File: src/design/grc_pkg.sv
// grc_pkg: shared constants and types for the grid ray caster
// no dependencies

package grc_pkg;

   localparam int MAP_SIDE  = 32;
   localparam int SCREEN_W  = 256;
   localparam int SCREEN_H  = 256;
   localparam int MAX_STEPS = 64;
   localparam int TEX_SIZE  = 32;

   localparam int MAP_W    = $clog2(MAP_SIDE);
   localparam int MAP_AW   = $clog2(MAP_SIDE * MAP_SIDE);
   localparam int CELL_W   = 6;
   localparam int COORD_W  = MAP_W + 2;
   localparam int STEP_W   = $clog2(MAX_STEPS + 1);
   localparam int DIV_W    = 40;
   localparam int DIVR_W   = 24;
   localparam int DIST_MAX = 16777215;
   localparam int LH_MAX   = 65535;
   localparam int ONE_Q16  = 65536;

   localparam logic OP_CAST  = 1'b0;
   localparam logic OP_WRITE = 1'b1;

   typedef enum logic [2:0] {
      REG_CAMERA_POS_X = 3'd0,
      REG_CAMERA_POS_Y = 3'd1,
      REG_VIEW_DIR_X   = 3'd2,
      REG_VIEW_DIR_Y   = 3'd3,
      REG_VIEW_PLANE_X = 3'd4,
      REG_VIEW_PLANE_Y = 3'd5
   } csr_index_type;

   typedef struct packed {
      logic              en;
      logic [MAP_AW-1:0] addr;
      logic [CELL_W-1:0] data;
   } map_wr_type;

endpackage

File: src/design/grc_divider.sv
// grc_divider: unsigned restoring divider, one quotient bit per cycle
// depends on grc_pkg

module grc_divider import grc_pkg::*; (
   input  logic              clock,
   input  logic              reset,
   input  logic              start,
   input  logic [DIV_W-1:0]  dividend,
   input  logic [DIVR_W-1:0] divisor,
   output logic [DIV_W-1:0]  quotient,
   output logic              done
);

   localparam int CNT_W = $clog2(DIV_W);

   logic [DIVR_W:0]   rem_ff;
   logic [DIV_W-1:0]  q_ff;
   logic [DIVR_W-1:0] dvr_ff;
   logic [CNT_W-1:0]  cnt_ff;
   logic              run_ff;
   logic              done_ff;
   logic [DIVR_W:0]   shifted;
   logic              fits;

   assign shifted = {rem_ff[DIVR_W-1:0], q_ff[DIV_W-1]};
   assign fits    = shifted >= {1'b0, dvr_ff};

   always_ff @(posedge clock) begin
      if (reset) begin
         run_ff  <= 1'b0;
         done_ff <= 1'b0;
         cnt_ff  <= '0;
      end else begin
         done_ff <= !start && run_ff && (cnt_ff == CNT_W'(DIV_W-1));
         if (start) begin
            rem_ff <= '0;
            q_ff   <= dividend;
            dvr_ff <= divisor;
            cnt_ff <= '0;
            run_ff <= 1'b1;
         end else if (run_ff) begin
            rem_ff <= fits ? shifted - {1'b0, dvr_ff} : shifted;
            q_ff   <= {q_ff[DIV_W-2:0], fits};
            cnt_ff <= cnt_ff + 1'b1;
            if (cnt_ff == CNT_W'(DIV_W-1)) begin
               run_ff <= 1'b0;
            end
         end
      end
   end

   assign quotient = q_ff;
   assign done     = done_ff;

endmodule
File: config.mk
export PLATFORM = sky130hd
export DESIGN_NAME = grc_divider
export DESIGN_NICKNAME = d
export VERILOG_FILES = /design/src/design/grc_pkg.sv /design/src/design/grc_divider.sv
export SDC_FILE = /design/constraint.sdc
export NUM_CORES = 1
export LEC_CHECK = 0
export ABC_AREA = 1
export BUFFER_PORTS_ARGS = -buffer_cell sky130_fd_sc_hd__buf_4
export CAP_MARGIN = 15
export CORE_MARGIN = 2
export CORE_UTILIZATION = 25
export DETAILED_ROUTE_END_ITERATION = 8
export PLACE_DENSITY_LB_ADDON = 0.1
export SETUP_SLACK_MARGIN = 0.3
export SLEW_MARGIN = 20
export SYNTH_ARGS = -nofsm -noshare
export SYNTH_HDL_FRONTEND = slang
export SYNTH_SLANG_ARGS = --single-unit
File: constraint.sdc
create_clock -name clock -period 4.9 [get_ports clock]
set_clock_uncertainty 0.15 [all_clocks]
set_input_delay 0.98 -clock clock [delete_from_list [all_inputs] [get_ports clock]]
set_output_delay 0.98 -clock clock [all_outputs]
set_load 0.01 [all_outputs]
Word-level counts from Yosys, hierarchy flattened. Cells that the tools add are included. Widths: inputs -> output; s select.

Equal/unequal tests: 1. Div/mod/pow operators: 0. $mul: 0. Reductions and logical operators: 7. Shifts and indexed selects: 0. Bitwise logic cells: 1. Mux-type cells: 7. Order comparisons: 1. Add/sub/neg operators: 2.

Operators by type and width (count): $mux 40 (2); $mux 24 (2); $ge 25x24->1 (1); $sub 24x24->24 (1); $add 6x1->6 const B (1); $eq 6x6->1 const B (1); $reduce_and 2->1 (2); $mux 1 (3); $logic_and 1x1->1 (2); $reduce_bool 2->1 (1); $reduce_or 2->1 (1); $logic_not 1->1 (1); $not 1->1 (1).

Bits in latches: 0. Bits of input ports: 67. Register bits: 96. Output and inout bits: 41. Memory bits (writable): 0. Logic and storage cells: 25. Memories kept: 0. Bits in read-only memories: 0.

Longest topological paths before layout.
Depth in word-level cells: 4. Depth in mapped cells: 16. Depth with buffers taken out: 15.

Worst setup path before layout. OpenSTA, ideal clock, no wires.

Kind: input port to flip-flop. From: in start. To: reg q_ff[0], in the netlist quotient[0], enable pin. Stages on the path: 6. Path buffers: 2. Library setup time: 424 ps. Data arrival time: 4040 ps. Required time: 4326 ps. Setup slack: 287 ps. Cells stage by stage: clkbuf_1 inv_1 clkbuf_1 nor2_1 inv_1 nand2_1.

Word-level cells in the longest chain between the ends: 2.

RTL lines: start: declaration (line grc_divider.sv:7) `input logic start,`; $reduce_bool 2->1 (no line); $reduce_and 2->1 (no line); end signal: assignment (line grc_divider.sv:37) `q_ff <= dividend;`; end signal: assignment (line grc_divider.sv:43) `q_ff <= {q_ff[DIV_W-2:0], fits};`; end: declaration (line grc_divider.sv:17) `logic [DIV_W-1:0] q_ff;`.

No other way between the ends. A chain may end at the register's enable or synchronous reset.

Final worst setup path.
From: reg rem_ff[11]. To: reg rem_ff[22], data pin.

Word-level cells in the longest chain between the ends: 3. Elaborated cells on any way between the ends: 4. Classes of those cells: add/sub: 1; order compare: 1; mux: 2.

RTL lines: start: declaration (line grc_divider.sv:16) `logic [DIVR_W:0] rem_ff;`; start signal: assignment (line grc_divider.sv:42) `rem_ff <= fits ? shifted - {1'b0, dvr_ff} : shifted;`; $sub 24x24->24 / $ge 25x24->1 (equally long branches) (line grc_divider.sv:42, grc_divider.sv:26); $mux 24 (*) (line grc_divider.sv:42); $mux 24 (*) (line grc_divider.sv:41) `end else if (run_ff) begin`.

Every way passes the cells marked *; elsewhere a longest branch is shown, timed or not. The select of a mux whose other input is x is not followed.

==> results.md <==
* Worst Setup EP: rem_ff[22]
* Endpoint of the lowest-slack register-to-register path: rem_ff[22]
* Number of non-filler instances in the completed layout at 1184
* Crit. path cell count at 13
* Number of placed instances with taps included at 1168
* Area leader, netlist: sky130_fd_sc_hd__edfxtp_1
* Overall via count from detail_route at 4824
* Class of the most critical setup path: reg2reg
* Final-report setup violation count at 0
* Number of instances in the synthesized netlist at 762
* Number of gates given a new drive strength after cts at 0
* Post-route clock period utilization at 63.0%
* Largest fanout of any net on the critical path at 38
* Ports placed on the boundary at 108
* Sort of element at the end of the critical path: flop
* Number of inserted diodes at 0
* Number of placement rows at 55
* RSZ-0062 raised after global routing: no
* Total number of clock tree sinks at 96
* Number of setup buffers added after CTS at 0
* Die Span X at 157 um
* Number of synthesized flops with an enable pin at 88
* Routed wire length at 15.9 mm
* Transition time at the pin with the least slew margin at 0.819 ns
* Starting utilization of the core area at 25.7%
* Remaining global-route overflow at 0
* Static Leakage at 0.00366 uW
* Worst voltage drop across the vdd grid at 0.000189 V
* Data required time of the critical path at 4.87 ns
* Post-Syn Nets at 855
* Initial antenna violation count at 0
* Master of the slowest instance on the critical path: sky130_fd_sc_hd__nand3_2
* Global placer's final weighted congestion at 0.836
* Most used cells in the layout excluding fill and tap cells: sky130_fd_sc_hd__nand2_1, sky130_fd_sc_hd__inv_1, sky130_fd_sc_hd__buf_4, sky130_fd_sc_hd__edfxtp_1, sky130_fd_sc_hd__nor2_1
* Residual DRC count at 0
* Root Buffer: sky130_fd_sc_hd__clkbuf_16
* Cell family contributing the most delay on the critical path: simple AND/OR/NAND/NOR gates
* PwrDens at 351 mW/mm^2
* Via count of the first global-routing pass at 4843
* Library cell appearing most often on the critical path: sky130_fd_sc_hd__nand2_1
* Starting DRT DRC Count at 213
* FF+latch count, synth at 96
* Most used flip-flop cell after synthesis: sky130_fd_sc_hd__edfxtp_1
* GRT Overall Usage at 13.5%
* Tightest slew margin relative to the limit at 45.4%
* Final worst path period need at 3.09 ns
* Async S/R FF share, synth at 0%
* TritonCTS clock tree: yes
* Biggest area contributors in the synthesized netlist: sky130_fd_sc_hd__edfxtp_1, sky130_fd_sc_hd__nand2_1, sky130_fd_sc_hd__inv_1, sky130_fd_sc_hd__ha_1, sky130_fd_sc_hd__nor2_1
* Detail Route Antenna Nets at 0
* Number of slew-limit violations in the final report at 0
* Share of the synthesized area in the top cell type at 45.2%
* Highest cell delay on the worst timing path at 0.65 ns
* Max frequency at 324 MHz
* Number of buffers and inverters on the critical path at 2
* First-pass GRT wire length at 25.6 mm
* Count of H-tree levels built during CTS at 3
* Synthesis-to-layout area growth at 24.7%
* Die outline area at 0.0246 mm^2
* Per-instance average area after synthesis at 7.67 um^2
* Mean number of vias per cell at 4.07
* CP Cell Sequence: ha_1 > nand2_1 > nand2_1 > inv_2 > nand2_1 > nand2_1 > nand2_2 > a21oi_4 > nand3_2 > nand2_2 > nand2_1 > nand2_1 > inv_1
* Port Buffers at 107
* Portion of the post-synthesis area used by sequential elements at 47.9%
* Number of detailed-route iterations in the first pass at 6
* CORE AREA at 0.0228 mm^2
* Worst setup path startpoint: rem_ff[11]
* Share of cells above drive strength 1 at 17.3%
* Category of the worst setup path launch point: flop
* Cts hold-fix bufs at 0
* Yosys warns at 0
* Register-to-register setup slack at 1.81 ns
* Net total in the final layout at 959
* R2R Path Start: rem_ff[11]
* HPWL Detailed at 11.8 mm
* Summed negative setup slack over all endpoints at 0 ns
* Hold Vio Cnt, Final at 0
* Pin count of the biggest net entering global routing at 65
* Routed wire length per instance at 13.4 um
* Max-cap violation count at 0
* Maximum clock path buffer count at 2
* Num CTS Buffers at 9
* Data arrival time of the critical path at 3.06 ns
* Vertical die dimension at 157 um
* Clock transition at path regs at 0.08 ns
* Clock latency of the later-clocked register in the worst-skew pair at 0.37 ns
* Status: completed
* Path category of the worst min-delay check: reg2reg
* Count of different cell masters after synthesis at 36
* Synthesized area at 0.00585 mm^2
* Cell depth of the worst flop-to-flop path at 13
* Most frequent standard cell in the layout excluding fill and tap cells: sky130_fd_sc_hd__nand2_1
## logic make-up (layout without fill, tap and decap cells)
family	Yosys count	in the layout	share of synthesized area [%]
DFF	96	96	47.9
xor gates and xnor gates	9	9	1.35
and+or+nand+nor	466	466	32.9
buffers and inverters	138	247	9.33
adders and majority gates	26	26	5.69
AOI/OAI and AO/OA	27	27	2.74
## power breakdown
group | internal [uW] | leakage (uW) | total [uW] | switching [uW]
Sequential | 1000 | 0.000919 | 1050 | 45.2
Clock | 362 | 0.000143 | 740 | 379
Combinational | 295 | 0.00260 | 771 | 477
## how the worst min path moves through the flow
| stage | to | from | depth (start not counted) |
|---|---|---|---|
| after floorplan | cnt_ff[5] | cnt_ff[5] | 1 |
| after global placement | cnt_ff[5] | cnt_ff[5] | 1 |
| after detailed placement | cnt_ff[5] | cnt_ff[5] | 1 |
| after CTS | cnt_ff[5] | cnt_ff[5] | 1 |
| after global routing | cnt_ff[0] | cnt_ff[0] | 1 |
| final | cnt_ff[5] | cnt_ff[5] | 1 |
## metrics by stage
stage | cell area [um^2] | hold slack [ns] | setup WS (ns) | total power (uW) | utilization [%]
floorplan | 5850 | 0.272 | 0.854 | 1610 | -
global placement | 6990 | 0.299 | 1.78 | 1860 | 30.7
detailed placement | 6990 | 0.297 | 1.78 | 1850 | 30.7
CTS | 7290 | 0.313 | 1.76 | 2610 | 32.0
global route | 7290 | 0.358 | 1.50 | 2760 | 32.0
finish | 7290 | 0.314 | 1.81 | 2560 | 32.0
## state kept, by name, indices dropped and copies added, names as in the netlist
register,flops
rem_ff,24
cnt_ff,6
quotient,40
dvr_ff,24
done,1
run_ff,1
## cell usage after synthesis, types with 2 or more instances
cell	count
sky130_fd_sc_hd__a21oi_1	16
sky130_fd_sc_hd__clkinv_1	2
sky130_fd_sc_hd__o21ai_0	5
sky130_fd_sc_hd__xnor2_1	8
sky130_fd_sc_hd__nand3b_4	2
sky130_fd_sc_hd__clkbuf_1	7
sky130_fd_sc_hd__o21bai_1	3
sky130_fd_sc_hd__edfxtp_1	88
sky130_fd_sc_hd__inv_2	3
sky130_fd_sc_hd__buf_6	3
sky130_fd_sc_hd__nor2_2	7
sky130_fd_sc_hd__nand2_1	334
sky130_fd_sc_hd__dfxtp_1	8
sky130_fd_sc_hd__nand3b_1	6
sky130_fd_sc_hd__nor3_1	3
sky130_fd_sc_hd__nand3_1	24
sky130_fd_sc_hd__ha_1	25
sky130_fd_sc_hd__nor2_1	67
sky130_fd_sc_hd__nand4_1	11
sky130_fd_sc_hd__nand2_2	4
sky130_fd_sc_hd__buf_2	4
sky130_fd_sc_hd__buf_1	3
sky130_fd_sc_hd__inv_1	116
## metal layers
metal,vias to the layer above,GRT usage [%],part of all wire [%]
met4,0,3.01,1.3
met1,2125,17.6,47
met2,110,21.1,43
met3,11,5.26,7.8
met5,-,0,0
li1,2578,-,-
## area by class of cell
class,count,area [um^2]
tap,313,392
sequential,96,2800
fill,2495,15500
inverter,121,454
clock buffer,9,225
multi-input combinational,528,2500
clock inverter,7,75.1
timing repair buffer,110,838
Note: power is estimated with default switching activity, not from simulation.
